File: src/hw/rtl/ssf_pkg.sv
package ssf_pkg;

  // Depth of the frame queue between the front and the back.
  localparam int unsigned QUEUE_DEPTH = 4;
  localparam int unsigned QPTR_W      = $clog2(QUEUE_DEPTH);

  // Number of bytes in one position and range frame.
  localparam int unsigned FRAME_BYTES = 4;
  localparam int unsigned BIDX_W      = $clog2(FRAME_BYTES);

  // Reset values of the sweep state and the limit register.
  localparam logic [3:0] STEP_RESET  = 4'd5;
  localparam logic [5:0] POS_RESET   = 6'd32;
  localparam logic [5:0] LIMIT_RESET = 6'd63;

  // Half-step index wrap points.
  localparam logic [3:0] STEP_ABOVE = 4'd9;
  localparam logic [3:0] STEP_BELOW = 4'd0;
  localparam logic [3:0] STEP_FIRST = 4'd1;
  localparam logic [3:0] STEP_LAST  = 4'd8;

  // Marker bit of the range bytes.
  localparam logic MARK = 1'b1;

  // Kind of an input transaction.
  typedef enum logic {
    KIND_TICK   = 1'b0,
    KIND_SAMPLE = 1'b1
  } kind_t;

  // One frame as it travels from the front to the back.
  typedef struct packed {
    logic [3:0]                        coils;
    logic [FRAME_BYTES-1:0][7:0]       bytes;
  } frame_t;

  // Half-step coil drive sequence.
  function automatic logic [3:0] coil_lookup(input logic [2:0] idx);
    logic [3:0] pat;
    unique case (idx)
      3'd0: pat = 4'b0101;
      3'd1: pat = 4'b0001;
      3'd2: pat = 4'b1001;
      3'd3: pat = 4'b1000;
      3'd4: pat = 4'b1010;
      3'd5: pat = 4'b0010;
      3'd6: pat = 4'b0110;
      3'd7: pat = 4'b0100;
      default: pat = 4'b0000;
    endcase
    return pat;
  endfunction

endpackage

File: src/hw/rtl/ssf_front.sv
module ssf_front
  import ssf_pkg::*;
(
  input  logic        clk,
  input  logic        rst_n,
  input  logic        cfg_valid,
  input  logic [5:0]  cfg_position_limit,
  input  logic        in_push,
  input  logic        in_full,
  input  logic        in_kind,
  input  logic        in_sample_slot,
  input  logic [15:0] in_sonar_value,
  input  logic [11:0] in_lidar_value,
  output logic        q_push,
  output frame_t      q_data
);

  logic [5:0]  limit_r;
  logic [3:0]  step_r, step_nxt;
  logic        dir_up_r, dir_up_nxt;
  logic [5:0]  pos_r, pos_nxt;
  logic [15:0] sonar_r [2];
  logic [11:0] lidar_r [2];

  logic        accept;
  logic        tick;
  logic        sample;
  logic [3:0]  step_wrapped;
  logic [3:0]  step_less;
  logic [16:0] sonar_sum;
  logic [12:0] lidar_sum;
  logic [15:0] sonar_avg;
  logic [11:0] lidar_avg;

  assign accept = in_push && !in_full;
  assign tick   = accept && (kind_t'(in_kind) == KIND_TICK);
  assign sample = accept && (kind_t'(in_kind) == KIND_SAMPLE);

  // Wrap the half-step index back into the eight-step sequence.
  always_comb begin
    if (step_r == STEP_ABOVE) begin
      step_wrapped = STEP_FIRST;
    end else if (step_r == STEP_BELOW) begin
      step_wrapped = STEP_LAST;
    end else begin
      step_wrapped = step_r;
    end
    step_less = step_wrapped - 4'd1;
  end

  // Move position and step index together and reverse at either end.
  always_comb begin
    if (dir_up_r) begin
      pos_nxt  = pos_r + 6'd1;
      step_nxt = step_wrapped + 4'd1;
    end else begin
      pos_nxt  = pos_r - 6'd1;
      step_nxt = step_less;
    end
    dir_up_nxt = dir_up_r ^ ((pos_nxt == limit_r) || (pos_nxt == 6'd0));
  end

  // Two-sample averages, truncating.
  assign sonar_sum = {1'b0, sonar_r[0]} + {1'b0, sonar_r[1]};
  assign lidar_sum = {1'b0, lidar_r[0]} + {1'b0, lidar_r[1]};
  assign sonar_avg = sonar_sum[16:1];
  assign lidar_avg = lidar_sum[12:1];

  // Build the frame for the queue.
  always_comb begin
    q_data.coils    = coil_lookup(step_less[2:0]);
    q_data.bytes[0] = {2'b00, pos_nxt};
    q_data.bytes[1] = {MARK, sonar_avg[8:2]};
    q_data.bytes[2] = {MARK, sonar_avg[1:0], lidar_avg[11:7]};
    q_data.bytes[3] = {MARK, lidar_avg[6:0]};
  end

  assign q_push = tick;

  // Sweep state, limit register and sample slots.
  always_ff @(posedge clk) begin
    if (!rst_n) begin
      limit_r    <= LIMIT_RESET;
      step_r     <= STEP_RESET;
      dir_up_r   <= 1'b1;
      pos_r      <= POS_RESET;
      sonar_r[0] <= '0;
      sonar_r[1] <= '0;
      lidar_r[0] <= '0;
      lidar_r[1] <= '0;
    end else begin
      if (cfg_valid) begin
        limit_r <= cfg_position_limit;
      end
      if (tick) begin
        step_r   <= step_nxt;
        dir_up_r <= dir_up_nxt;
        pos_r    <= pos_nxt;
      end
      if (sample) begin
        sonar_r[in_sample_slot] <= in_sonar_value;
        lidar_r[in_sample_slot] <= in_lidar_value;
      end
    end
  end

endmodule

File: src/hw/rtl/ssf_queue.sv
module ssf_queue
  import ssf_pkg::*;
(
  input  logic   clk,
  input  logic   rst_n,
  input  logic   push,
  input  frame_t push_data,
  output logic   full,
  input  logic   pop,
  output logic   empty,
  output frame_t pop_data
);

  frame_t            mem_r [QUEUE_DEPTH];
  logic [QPTR_W-1:0] wr_ptr_r;
  logic [QPTR_W-1:0] rd_ptr_r;
  logic [QPTR_W:0]   count_r;

  logic do_push;
  logic do_pop;

  assign full     = (count_r == (QPTR_W+1)'(QUEUE_DEPTH));
  assign empty    = (count_r == '0);
  assign do_push  = push && !full;
  assign do_pop   = pop && !empty;
  assign pop_data = mem_r[rd_ptr_r];

  // Frame storage.
  always_ff @(posedge clk) begin
    if (do_push) begin
      mem_r[wr_ptr_r] <= push_data;
    end
  end

  // Pointers and fill count.
  always_ff @(posedge clk) begin
    if (!rst_n) begin
      wr_ptr_r <= '0;
      rd_ptr_r <= '0;
      count_r  <= '0;
    end else begin
      if (do_push) begin
        wr_ptr_r <= wr_ptr_r + 1'b1;
      end
      if (do_pop) begin
        rd_ptr_r <= rd_ptr_r + 1'b1;
      end
      if (do_push && !do_pop) begin
        count_r <= count_r + 1'b1;
      end else if (do_pop && !do_push) begin
        count_r <= count_r - 1'b1;
      end
    end
  end

endmodule

File: src/hw/rtl/ssf_back.sv
module ssf_back
  import ssf_pkg::*;
(
  input  logic       clk,
  input  logic       rst_n,
  input  logic       q_empty,
  input  frame_t     q_data,
  output logic       q_pop,
  input  logic       out_pop,
  output logic       out_empty,
  output logic [3:0] out_coil_pattern,
  output logic [7:0] out_frame_byte,
  output logic       out_last
);

  frame_t            cur_r;
  logic              valid_r;
  logic [BIDX_W-1:0] idx_r;

  logic taken;
  logic at_last;

  assign at_last = (idx_r == BIDX_W'(FRAME_BYTES - 1));
  assign taken   = out_pop && valid_r;
  // Load the next frame when nothing is shown or its last byte leaves now.
  assign q_pop   = !q_empty && (!valid_r || (taken && at_last));

  assign out_empty        = !valid_r;
  assign out_coil_pattern = cur_r.coils;
  assign out_frame_byte   = cur_r.bytes[idx_r];
  assign out_last         = at_last;

  // Current frame register.
  always_ff @(posedge clk) begin
    if (q_pop) begin
      cur_r <= q_data;
    end
  end

  // Byte counter and output valid.
  always_ff @(posedge clk) begin
    if (!rst_n) begin
      valid_r <= 1'b0;
      idx_r   <= '0;
    end else begin
      if (q_pop) begin
        valid_r <= 1'b1;
        idx_r   <= '0;
      end else if (taken) begin
        if (at_last) begin
          valid_r <= 1'b0;
          idx_r   <= '0;
        end else begin
          idx_r <= idx_r + 1'b1;
        end
      end
    end
  end

endmodule

File: src/hw/rtl/sweep_stepper_sensor_framer.sv
// Scanning sensor head framer. Sample transactions (kind 1) store a sonar and
// lidar reading pair into slot 0 or 1 and produce no output. Motor tick
// transactions (kind 0) advance the half-step sequence and the sweep position
// and produce four output transactions: position, then the two-sample
// averages of sonar and lidar packed into 7-bit groups, with last on the
// fourth byte and the tick's coil pattern on all four. The input side takes
// one transaction per cycle while the four-entry frame queue has room; the
// output side delivers one byte per cycle while out_pop is high. A tick's
// frame is written into the frame queue and then loaded into the back's
// frame register before its first byte is on the output ports. The limit
// register is always ready and is written whenever cfg_valid is high.
module sweep_stepper_sensor_framer
  import ssf_pkg::*;
(
  input  logic        clk,
  input  logic        rst_n,
  input  logic        cfg_valid,
  output logic        cfg_ready,
  input  logic [5:0]  cfg_position_limit,
  input  logic        in_push,
  output logic        in_full,
  input  logic        in_kind,
  input  logic        in_sample_slot,
  input  logic [15:0] in_sonar_value,
  input  logic [11:0] in_lidar_value,
  input  logic        out_pop,
  output logic        out_empty,
  output logic [3:0]  out_coil_pattern,
  output logic [7:0]  out_frame_byte,
  output logic        out_last
);

  logic   q_push;
  frame_t q_in;
  logic   q_full;
  logic   q_pop;
  logic   q_empty;
  frame_t q_out;

  assign cfg_ready = 1'b1;
  assign in_full   = q_full;

  // Front: classifies transactions and builds frames.
  ssf_front u_front (
    .clk                (clk),
    .rst_n              (rst_n),
    .cfg_valid          (cfg_valid),
    .cfg_position_limit (cfg_position_limit),
    .in_push            (in_push),
    .in_full            (in_full),
    .in_kind            (in_kind),
    .in_sample_slot     (in_sample_slot),
    .in_sonar_value     (in_sonar_value),
    .in_lidar_value     (in_lidar_value),
    .q_push             (q_push),
    .q_data             (q_in)
  );

  // Frame queue between front and back.
  ssf_queue u_queue (
    .clk       (clk),
    .rst_n     (rst_n),
    .push      (q_push),
    .push_data (q_in),
    .full      (q_full),
    .pop       (q_pop),
    .empty     (q_empty),
    .pop_data  (q_out)
  );

  // Back: serializes each frame one byte per transaction.
  ssf_back u_back (
    .clk              (clk),
    .rst_n            (rst_n),
    .q_empty          (q_empty),
    .q_data           (q_out),
    .q_pop            (q_pop),
    .out_pop          (out_pop),
    .out_empty        (out_empty),
    .out_coil_pattern (out_coil_pattern),
    .out_frame_byte   (out_frame_byte),
    .out_last         (out_last)
  );

endmodule

File: config.mk
export PLATFORM = sky130hd
export DESIGN_NAME = sweep_stepper_sensor_framer
export DESIGN_NICKNAME = d
export VERILOG_FILES = /design/src/hw/rtl/ssf_pkg.sv /design/src/hw/rtl/ssf_front.sv /design/src/hw/rtl/ssf_queue.sv /design/src/hw/rtl/ssf_back.sv /design/src/hw/rtl/sweep_stepper_sensor_framer.sv
export SDC_FILE = /design/constraint.sdc
export NUM_CORES = 1
export LEC_CHECK = 0
export ABC_AREA = 1
export BUFFER_PORTS_ARGS = -buffer_cell sky130_fd_sc_hd__buf_4
export CELL_PAD_IN_SITES_DETAIL_PLACEMENT = 0
export CELL_PAD_IN_SITES_GLOBAL_PLACEMENT = 2
export CORE_MARGIN = 2
export CORE_UTILIZATION = 40
export DETAILED_ROUTE_END_ITERATION = 16
export GPL_TIMING_DRIVEN = 0
export PLACE_DENSITY = 0.75
export SLEW_MARGIN = 20
export SYNTH_ARGS = -nofsm -noshare
export SYNTH_HDL_FRONTEND = slang
export SYNTH_SLANG_ARGS = --single-unit
File: constraint.sdc
create_clock -name clk -period 4 [get_ports clk]
set_input_delay 0 -clock clk [delete_from_list [all_inputs] [get_ports clk]]
set_output_delay 0 -clock clk [all_outputs]
set_load 0.02 [all_outputs]
==> reports/qor.yml, run 1 <==
areaGrowthSynthToFinish_pct: 21.5
synth_top_area_frac: 0.603
min_path_type: "input port to flip-flop"
antenna_cells: 0
cts.sinks: 226
avgSynthCellArea_um2: 11.4
die_w_um: 161
antenna_left: 0
via_per_inst: 4.92
syn_area_um2: 9900
fin_cells: 1322
grt_pass1_wl_um: 35400
hold_viol: 0
drv_cap: 0
ys_types: 39
cp_slowest_cell: "nand2_1"
cpMostUsedCell: "nand2_1"
critPathLaunchType: "flip-flop"
crit_chain: "inv_1 -> nand3_1 -> nand2_1 -> nor2_1 -> nand2_1 -> buf_2 -> nand2_1"
hold_depth: 5
yosysMostFrequentCell: "edfxtp_1"
io_pins: 57
finalSetupTns_ns: 0
core-area_um2: 24300
required_ns: 4.13
yosys.area.top_type: "edfxtp_1"
holdCritStartpoint: "in_push"
arrival_ns: 2.56
setup_viol: 0
cts_tree: "yes"
ys_async_sr_fraction: 0
clockRootBuffer: "clkbuf_16"
dp.cells: 1243
cpPeakStageDelay_ns: 0.78
clk_pin_slew_ns: 0.06
nFillCells: 2194
ff2ff_path_depth: 7
overflow: 0
critPathMaxFanout: 22
endpoint_kind: "flip-flop"
drtPass1Iterations: 6
die-area_um2: 26000
antenna_found_initial: 0
numCtsBuffers: 25
status: "completed"
p_comb_frac: 0.236
criticalPathCategory: "flip-flop to flip-flop"
port_buffers: 49
power_density_nw_per_um2: 616
reg2reg_to: "u_front.lidar_r[1][7]$_SDFFCE_PN0P_"
syn_inst: 865
ys_warn_count: 0
wirelength_um: 22300
rsz0062_at_grt: "no"
clk_latency_ns: 0.52
p_sw_mw: 2.25
p_total_mw: 7.41
yosys-top-cells-area: "edfxtp_1 (60%), dfxtp_1 (5.5%), nor2_1 (5.4%), o21ai_0 (5.0%), ha_1 (4.5%)"
cts_max_level: 1
synth_commonest_cells: "edfxtp_1 (199), nor2_1 (143), o21ai_0 (99), inv_1 (74), nand2_1 (72)"
rr_startpoint: "u_queue.count_r[0]$_SDFFE_PN0P_"
vias: 6508
num_rows: 57
internal-power_mw: 5.17
hpwl_um: 15200
post_cts_buffers: 0
fin_nets: 1060
grt_pass1_vias: 6468
clock.fmax_mhz: 413
synth.yosys.seq_area_share: 0.658
die_h_um: 161
timing.final.crit_share: 0.605
worst_pin_slew_ns: 1.04
ir_drop_mv: 0.351
drv_slew: 0
hold_end: "u_front.pos_r[1]$_SDFFE_PN0N_"
fin_worst_skew_ns: 0.0107
cts.path.max_buffers: 3
wl_per_cell_um: 16.9
syn_nets: 946
power.share.sequential: 0.433
cts_resized: 0
ys_ff_latch: 226
drtIter0Drc: 429
r2r_setup_slack_ns: 1.58
start_util: 0.407
synthFlopType: "edfxtp_1"
p_clk_frac: 0.331
swShare: 0.303
slew_headroom: 0.305
period_needed_ns: 2.42
drc: 0
grt_max_degree: 35
synth_enable_flop_cells: 199
gp_congestion: 0.749
power_leakage_nw: 4.74
grt.total_usage: 0.175
final_layout_size_suffix_gt1_frac: 0.133
cts_hold_buf: 33
==> layout make-up <==
class | instances | area, µm² | share of cell area
inverter | 78 | 293 | 0.0243
timing repair buffer | 87 | 808 | 0.0672
tap | 324 | 405 | 0.0337
sequential | 226 | 6520 | 0.542
buffer | 38 | 179 | 0.0149
multi-input combinational | 523 | 2940 | 0.245
clock inverter | 15 | 225 | 0.0187
clock buffer | 31 | 658 | 0.0547
==> power by group through the flow <==
stage | combinational (mW) | sequential [mW] | clock [mW]
after global placement | 1.71 | 3.27 | 0
after detailed placement | 1.74 | 3.27 | 0
after floorplan | 1.09 | 3.19 | 0
after CTS | 1.77 | 3.22 | 2.51
after global routing | 1.94 | 3.24 | 2.60
final | 1.75 | 3.21 | 2.46
==> worst max-delay path by stage <==
stage / start / end / slack (ns) / cells past startpoint
6_report: u_queue.count_r[0]$_SDFFE_PN0P_ / u_front.lidar_r[1][7]$_SDFFCE_PN0P_ / 1.58 / 7
5_1_grt: u_queue.count_r[0]$_SDFFE_PN0P_ / u_front.sonar_r[1][5]$_SDFFCE_PN0P_ / 1.35 / 7
4_1_cts: u_queue.count_r[0]$_SDFFE_PN0P_ / u_front.sonar_r[1][4]$_SDFFCE_PN0P_ / 1.44 / 7
3_5_place_dp: u_queue.count_r[0]$_SDFFE_PN0P_ / u_front.sonar_r[1][6]$_SDFFCE_PN0P_ / 1.45 / 7
3_3_place_gp: u_queue.count_r[0]$_SDFFE_PN0P_ / u_queue.mem_r[3][22]$_DFFE_PP_ / -0.27 / 7
2_1_floorplan: u_queue.count_r[0]$_SDFFE_PN0P_ / u_queue.mem_r[0][0]$_DFFE_PP_ / 1.25 / 7
==> per-stage QoR <==
stage / utilization / setup WS [ns] / hold slack [ns] / instance area [µm²]
after CTS: 0.495 / 1.44 / 0.0154 / 12000
after global placement: 0.439 / -0.266 / 0.214 / 10700
after detailed placement: 0.445 / 1.45 / 0.214 / 10800
final: 0.495 / 1.58 / 0.0315 / 12000
after global routing: 0.495 / 1.35 / 0.0515 / 12000
after floorplan: - / 1.25 / 0.122 / 9900
==> logic make-up (layout without fill, tap and decap cells) <==
| logic type | Yosys count | count (layout) | share of synthesized area |
|---|---|---|---|
| adder cells (fa/ha/maj) | 40 | 40 | 0.0536 |
| other | 1 | 1 | 0.000379 |
| XOR/XNOR | 25 | 25 | 0.0236 |
| AO/OA/AOI/OAI | 191 | 191 | 0.106 |
| buffers and inverters | 116 | 249 | 0.0476 |
| flip-flops | 226 | 226 | 0.658 |
| AND/OR/NAND/NOR | 266 | 266 | 0.111 |
==> cells in the final DEF, fill, tap and decap left out, drive strengths merged, types with 9 or more instances in the layout <==
cell type / netlist / final
edfxtp: 199 / 199
nor2: 145 / 145
o21ai: 104 / 104
inv: 77 / 78
nand2: 77 / 77
buf: 17 / 71
clkbuf: 21 / 52
a21oi: 39 / 39
o22ai: 38 / 38
ha: 36 / 36
nand3: 34 / 34
dlygate4sd3: 0 / 33
dfxtp: 27 / 27
xor2: 18 / 18
clkinv: 1 / 9
==> worst max-delay path: cells and delay by family, from the launching register on <==
family	cells	cell delay, ns
AND/OR/NAND/NOR	5	1.33
buffers and inverters	2	0.30
flip-flops	1	0.40
==> sequential cells by signal (all words and copies together) (netlist names) <==
signal	cells
u_queue.mem_r	124
u_front.sonar_r	20
u_back.idx_r	2
u_queue.wr_ptr_r	2
u_front.lidar_r	24
u_back.valid_r	1
u_front.dir_up_r	1
u_front.limit_r	6
u_front.step_r	4
u_front.pos_r	6
u_queue.count_r	3
u_back.out_coil_pattern	4
u_queue.rd_ptr_r	2
u_back.cur_r	27
==> per-layer routing <==
| metal | wire length, µm | vias to the layer above | global-route usage |
|---|---|---|---|
| li1 | - | 3262 | - |
| met3 | 1130 | 25 | 0.0213 |
| met4 | 303 | 0 | 0.0365 |
| met5 | 0 | - | 0 |
| met2 | 10000 | 164 | 0.278 |
| met1 | 10900 | 3057 | 0.260 |
Power figures use the tool's default switching activity.
==> inputs of run 2 (changes only) <==
--- a/config.mk
+++ b/config.mk
@@ -10,10 +10,10 @@
 export CELL_PAD_IN_SITES_DETAIL_PLACEMENT = 0
 export CELL_PAD_IN_SITES_GLOBAL_PLACEMENT = 2
 export CORE_MARGIN = 2
-export CORE_UTILIZATION = 40
+export CORE_UTILIZATION = 37
 export DETAILED_ROUTE_END_ITERATION = 16
 export GPL_TIMING_DRIVEN = 0
-export PLACE_DENSITY = 0.75
+export PLACE_DENSITY = 0.73
 export SLEW_MARGIN = 20
 export SYNTH_ARGS = -nofsm -noshare
 export SYNTH_HDL_FRONTEND = slang
==> constraint.sdc (replaced) <==
create_clock -name clk -period 2 [get_ports clk]
set_input_delay 0 -clock clk [delete_from_list [all_inputs] [get_ports clk]]
set_output_delay 0 -clock clk [all_outputs]
set_load 0.02 [all_outputs]
==> reports/qor.yml, run 2 (synthesized netlist as in run 1, its figures left out) <==
status: "completed"
r2r_setup_slack_ns: 0.03  # -1.55 ns
crit_path_end: "u_front.dir_up_r$_SDFFE_PN1N_"
min_path_type: "input port to flip-flop"
grt_pass1_wl_um: 35100  # -0.78%
start_util: 0.379  # -0.0282
timing.final.crit_share: 0.984  # +0.378
drtIter0Drc: 530  # +24%
power.share.sequential: 0.429  # -0.004
wl_per_cell_um: 16.6  # -1.6%
largest_register_ffs: 124  # unchanged
grt_max_degree: 23  # -34%
hpwl_um: 15100  # -0.31%
cp-startpoint: "u_front.dir_up_r$_SDFFE_PN1N_"
rr_startpoint: "u_front.dir_up_r$_SDFFE_PN1N_"
dp.cells: 1253  # +0.80%
internal-power_mw: 10.2  # +98%
die_h_um: 168  # +3.9%
grt.total_usage: 0.161  # -0.0136
p_clk_frac: 0.303  # -0.028
drv_cap: 0  # unchanged
drc: 0  # unchanged
fin_worst_skew_ns: 0.0142  # +0.00347 ns
final_area_um2: 12700  # +5.4%
power_leakage_nw: 4.90  # +3.3%
cts_max_level: 1  # unchanged
reg2reg_to: "u_front.dir_up_r$_SDFFE_PN1N_"
numCtsBuffers: 25  # unchanged
gp_congestion: 0.720  # -3.9%
endpoint_kind: "flip-flop"
critPathLaunchType: "flip-flop"
die-area_um2: 28100  # +7.9%
overflow: 0  # unchanged
regMostFlops: "u_queue.mem_r"
wirelength_um: 22700  # +1.6%
io_pins: 57  # unchanged
hold_viol: 0  # unchanged
fin_cells: 1366  # +3.3%
rsz0062_at_grt: "yes"
antenna_found_initial: 0  # unchanged
via_per_inst: 4.83  # -1.9%
hold_ws_ns: 0.0540  # +0.0225 ns
place_area_um2: 10800  # about the same
port_buffers: 49  # unchanged
fin_util: 0.485  # -0.00966
final_common_cell: "edfxtp_1"
dpl_worst_slack_ns: -0.616  # -2.07 ns
fin_ws_ns: 0.0328  # -1.55 ns
period_needed_ns: 1.97  # -0.454 ns
p_total_mw: 14.9  # +100%
die_w_um: 168  # +3.9%
fin_nets: 1095  # +3.3%
worst_pin_slew_ns: 0.817  # -0.223 ns
criticalPathCategory: "flip-flop to flip-flop"
grt_pass1_vias: 6395  # -1.1%
final_layout_size_suffix_gt1_frac: 0.229  # +0.0956
num_rows: 59  # +3.5%
drv_slew: 0  # unchanged
clock.fmax_mhz: 508  # +23%
clk_latency_ns: 0.52  # about the same
p_comb_frac: 0.269  # +0.033
setup_viol: 0  # unchanged
required_ns: 2.39  # -1.74 ns
power_density_nw_per_um2: 1180  # +91%
vias: 6595  # +1.3%
antenna_left: 0  # unchanged
clk_pin_slew_ns: 0.06  # about the same
antenna_cells: 0  # unchanged
final_cell_mix: "edfxtp_1 (199), nor2_1 (134), o21ai_0 (95)"
ir_drop_mv: 0.576  # +64%
top_regs: "u_queue.mem_r: 124 flops, u_back.cur_r: 27 flops, u_front.lidar_r: 24 flops"
swShare: 0.314  # +0.0111
areaGrowthSynthToFinish_pct: 28.0
finalSetupTns_ns: 0  # unchanged
drtPass1Iterations: 4  # -2
clockRootBuffer: "clkbuf_16"
slew_headroom: 0.455  # +0.150
cts.sinks: 226  # unchanged
arrival_ns: 2.36  # -0.20 ns
ff2ff_path_depth: 11  # +4
core-area_um2: 26100  # +7.5%
critPathMaxFanout: 6  # -73%
p_sw_mw: 4.68  # +110%
cts.path.max_buffers: 3  # unchanged
cts_tree: "yes"
-- run 2: critical path, cell delays in order, from the launching register on --
cell	delay [ns]
dfxtp_2	0.33
buf_6	0.10
clkinvlp_4	0.21
ha_4	0.42
a21oi_1	0.10
nand3_2	0.07
and2_4	0.19
inv_6	0.06
nor2_4	0.07
nand4_1	0.10
nand3_1	0.12
nand3_2	0.07
-- run 2: power groups by stage --
| stage | Sequential (mW) | Clock (mW) | Combinational [mW] |
|---|---|---|---|
| CTS | 6.41 | 4.61 | 3.76 |
| detailed placement | 6.50 | 0 | 3.50 |
| global placement | 6.50 | 0 | 3.46 |
| floorplan | 6.37 | 0 | 2.19 |
| finish | 6.39 | 4.51 | 4.01 |
| global route | 6.45 | 4.77 | 4.44 |
-- run 2: worst min-delay path by stage --
stage                                       to                   from  depth (start not counted)
5_1_grt        u_front.limit_r[2]$_SDFFE_PN1P_              cfg_valid                          3
3_5_place_dp   u_front.limit_r[0]$_SDFFE_PN1P_  cfg_position_limit[0]                          3
4_1_cts        u_front.limit_r[1]$_SDFFE_PN1P_              cfg_valid                          3
2_1_floorplan  u_front.limit_r[0]$_SDFFE_PN1P_  cfg_position_limit[0]                          2
6_report       u_front.limit_r[2]$_SDFFE_PN1P_              cfg_valid                          3
3_3_place_gp   u_front.limit_r[4]$_SDFFE_PN1P_  cfg_position_limit[4]                          3
-- run 2: per-layer routing --
metal	global-route usage	routed length [µm]	vias up
li1	-	-	3330
met1	0.236	11400	3126
met2	0.257	10200	114
met3	0.0227	795	25
met4	0.0348	387	0
met5	0	0	-
-- run 2: area by class of cell --
class	instances	area (µm²)
Sequential cell	226	6530
Clock buffer	29	641
Fill cell	2416	13500
Tap cell	335	419
Multi-Input combinational cell	523	3330
Inverter	78	308
Timing Repair Buffer	122	1090
Clock inverter	15	169
Timing Repair inverter	1	7.51
Buffer	37	176
-- run 2: what timing repair did --
item	in CTS	in global routing
buffers inserted	19	15
endpoints found under the setup margin	218	103
pin swaps	14	30
cloned	1	0
hold endpoints to repair	60	0
gates resized for setup	42	65
hold buffers	35	0
==> inputs of run 3 (changes only) <==
--- a/config.mk
+++ b/config.mk
@@ -5,15 +5,14 @@
 export SDC_FILE = /design/constraint.sdc
 export NUM_CORES = 1
 export LEC_CHECK = 0
-export ABC_AREA = 1
 export BUFFER_PORTS_ARGS = -buffer_cell sky130_fd_sc_hd__buf_4
 export CELL_PAD_IN_SITES_DETAIL_PLACEMENT = 0
 export CELL_PAD_IN_SITES_GLOBAL_PLACEMENT = 2
 export CORE_MARGIN = 2
-export CORE_UTILIZATION = 37
+export CORE_UTILIZATION = 40
 export DETAILED_ROUTE_END_ITERATION = 16
 export GPL_TIMING_DRIVEN = 0
-export PLACE_DENSITY = 0.73
+export PLACE_DENSITY = 0.72
 export SLEW_MARGIN = 20
 export SYNTH_ARGS = -nofsm -noshare
 export SYNTH_HDL_FRONTEND = slang
==> reports/qor.yml, run 3 <==
timing.final.crit_share: 1.27  # +0.285
start_util: 0.405  # +0.0257
cts.path.max_buffers: 3  # unchanged
core-area_um2: 24200  # -7.5%
clock.fmax_mhz: 394  # -22%
ys_warn_count: 0  # unchanged
cpPeakStageDelay_ns: 0.40  # -0.02 ns
synth_enable_flop_cells: 199  # unchanged
required_ns: 2.24  # -0.15 ns
ys_ff_latch: 226  # unchanged
die_h_um: 160  # -4.3%
p_comb_frac: 0.238  # -0.031
gp_congestion: 0.739  # +2.6%
worst_pin_slew_ns: 0.947  # +0.129 ns
synth-simple-area-share: 0.0744  # -0.0361
synth_commonest_cells: "edfxtp_1 (199), mux4_2 (37), ha_1 (36), and2_1 (34), nand2_1 (31)"
synth_top_family_by_area: "multiplexers"
synth_compound_area_frac: 0.0463  # -0.0598
largest_register_ffs: 124  # unchanged
power.share.sequential: 0.466  # +0.037
grt_pass1_wl_um: 31700  # -9.9%
criticalPathCategory: "flip-flop to flip-flop"
io_pins: 57  # unchanged
fin_worst_skew_ns: 0.00650  # -0.00766 ns
synthFlopType: "edfxtp_1"
cts.sinks: 226  # unchanged
critPathMaxFanout: 4  # -2
synth_top_area_frac: 0.611  # +0.00741
synth_fa_ha_area_frac: 0.0542  # +0.000658
antenna_cells: 0  # unchanged
power_leakage_nw: 4.64  # -5.3%
min_path_type: "input port to flip-flop"
fin_ws_ns: -0.537  # -0.570 ns
slew_headroom: 0.368  # -0.0870
drv_cap: 0  # unchanged
ir_drop_mv: 0.482  # -16%
overflow: 0  # unchanged
p_clk_frac: 0.295  # -0.008
die_w_um: 160  # -4.3%
via_per_inst: 4.97  # +2.9%
clockRootBuffer: "clkbuf_16"
critPathLaunchType: "flip-flop"
cts_max_level: 1  # unchanged
vias: 5457  # -17%
syn_area_um2: 9780  # -1.2%
drtIter0Drc: 286  # -46%
cts_tree: "yes"
hold_viol: 0  # unchanged
violations: "negative setup slack"
cpMostUsedCell: "a2111oi_4"
internal-power_mw: 9.81  # -4.1%
yosysMostFrequentCell: "edfxtp_1"
drv_slew: 0  # unchanged
swShare: 0.269  # -0.0449
ys_types: 53  # +36%
yosys-top-cells-area: "edfxtp_1 (61%), mux4_2 (8.5%), dfxtp_1 (5.5%), ha_1 (4.6%), and2_1 (2.2%)"
p_sw_mw: 3.61  # -23%
avgSynthCellArea_um2: 16.1  # +41%
synth.yosys.seq_area_share: 0.666  # +0.00808
yosys.area_share.xor_xnor: 0.0362  # +0.0126
syn_inst: 608  # -30%
yosys.area.top_type: "edfxtp_1"
fin_nets: 839  # -23%
top_regs: "u_queue.mem_r: 124 flops, u_back.cur_r: 27 flops, u_front.lidar_r: 24 flops"
status: "finished with violations"
drc: 0  # unchanged
antenna_found_initial: 0  # unchanged
die-area_um2: 25700  # -8.4%
dpl_worst_slack_ns: -0.645  # -0.0289 ns
numCtsBuffers: 24  # -4.0%
period_needed_ns: 2.54  # +0.570 ns
final_cell_mix: "edfxtp_1 (199), buf_4 (85), mux4_2 (37)"
grt_pass1_vias: 5615  # -12%
endpoint_kind: "flip-flop"
ys_async_sr_fraction: 0  # unchanged
cp_slowest_cell: "a2111oi_4"
power_density_nw_per_um2: 1070  # -8.9%
grt_max_degree: 23  # unchanged
muxShareOfSynthArea: 0.0986  # +0.0986
crit_chain: "and2_4 -> fa_2 -> a21o_1 -> a21o_4 -> a2111oi_4 -> o21ai_2 -> a2111oi_4 -> nor3_4"
arrival_ns: 2.78  # +0.42 ns
p_total_mw: 13.4  # -9.9%
rsz0062_at_grt: "yes"
clk_pin_slew_ns: 0.06  # about the same
clk_latency_ns: 0.51  # about the same
wirelength_um: 20200  # -11%
areaGrowthSynthToFinish_pct: 28.1  # about the same
antenna_left: 0  # unchanged
port_buffers: 48  # -2.0%
hpwl_um: 12500  # -17%
final_common_cell: "edfxtp_1"
drtPass1Iterations: 4  # unchanged
regMostFlops: "u_queue.mem_r"
syn_nets: 689  # -27%
final_layout_size_suffix_gt1_frac: 0.327  # +0.0980
grt.total_usage: 0.159  # -0.00244
setup_viol: 40  # +40
num_rows: 57  # -3.4%
wl_per_cell_um: 18.4  # +10%
## run 3: cell types whose count changed after synthesis, sizes merged, moves of 14 or more
cell   previous run  this run
and3              0        22
nor2            145        18
o21ai           104        12
nand3            34         6
nand2            77        31
and2              2        34
xnor2             7        21
o22ai            38         0
mux4              0        37
a21oi            39        18
inv              77        22
## run 3: per-stage QoR
step                area (µm²)  utilization  std cells  TNS (ns)  hold WS, ns
global placement         10700        0.441        980    -82.71        0.219
finish                   12500        0.518       1098     -9.07        0.122
detailed placement       10700        0.441        980    -86.87        0.222
CTS                      12300        0.508       1091     -9.30        0.110
floorplan                 9890            -        608     -3.44        0.129
global route             12500        0.518       1098    -13.96        0.137
## run 3: cell families after synthesis
family,Yosys count
mux,50
fa+ha+maj,40
simple gates,136
buf+inv,53
xor+xnor,37
other cells,1
flops,226
compound gates,65
## run 3: power by group through the flow
stage               clock (mW)  combinational, mW  sequential [mW]
floorplan                    0               1.92             6.27
global route              4.26               3.48             6.32
detailed placement           0               2.77             6.39
finish                    3.96               3.20             6.26
CTS                       4.07               3.18             6.27
global placement             0               2.71             6.37
## run 3: layout make-up
type | count | area [µm²]
multi-input cells | 334 | 3590
plain buffers | 30 | 173
repair buffers | 119 | 1030
clock buffers | 29 | 641
flip-flops and latches | 226 | 6530
well taps | 324 | 405
fillers | 2007 | 11600
clock inverters | 13 | 56.3
inverters | 23 | 105
## run 3: path summary, 6_finish.rpt
| path | startpoint | cells past startpoint | to | slack (ns) |
|---|---|---|---|---|
| worst min-delay path | rst_n | 3 | u_front.limit_r[1]$_SDFFE_PN1P_ | 0.12 |
| worst min register to register | u_front.pos_r[4]$_SDFFE_PN0N_ | 2 | u_front.pos_r[4]$_SDFFE_PN0N_ | 0.48 |
| worst max register to register | u_front.lidar_r[0][0]$_SDFFCE_PN0P_ | 8 | u_queue.mem_r[2][17]$_DFFE_PP_ | -0.54 |
| worst max-delay path | u_front.lidar_r[0][0]$_SDFFCE_PN0P_ | 8 | u_queue.mem_r[2][17]$_DFFE_PP_ | -0.54 |
## run 3: timing repair
action                                  CTS  global route
buffers inserted                         27            12
endpoints found under the setup margin  226           149
hold endpoints to repair                 53             0
hold buffers                             36             0
gates resized for setup                  59            44
pin swaps                                29            36
cloned                                    6             0
## run 3: worst max-delay path: cells and delay by family, from the launching register on
family | cells | cell delay [ns]
adders and majority gates | 1 | 0.34
DFF | 1 | 0.39
AOI/OAI and AO/OA | 5 | 1.28
and+or+nand+nor | 2 | 0.25
## run 3: metal layers
layer,vias to the layer above,wire length (µm),track usage
met2,93,9790,0.265
met1,2730,9310,0.221
met3,22,771,0.0251
met5,-,0,0
li1,2612,-,-
met4,0,295,0.0348
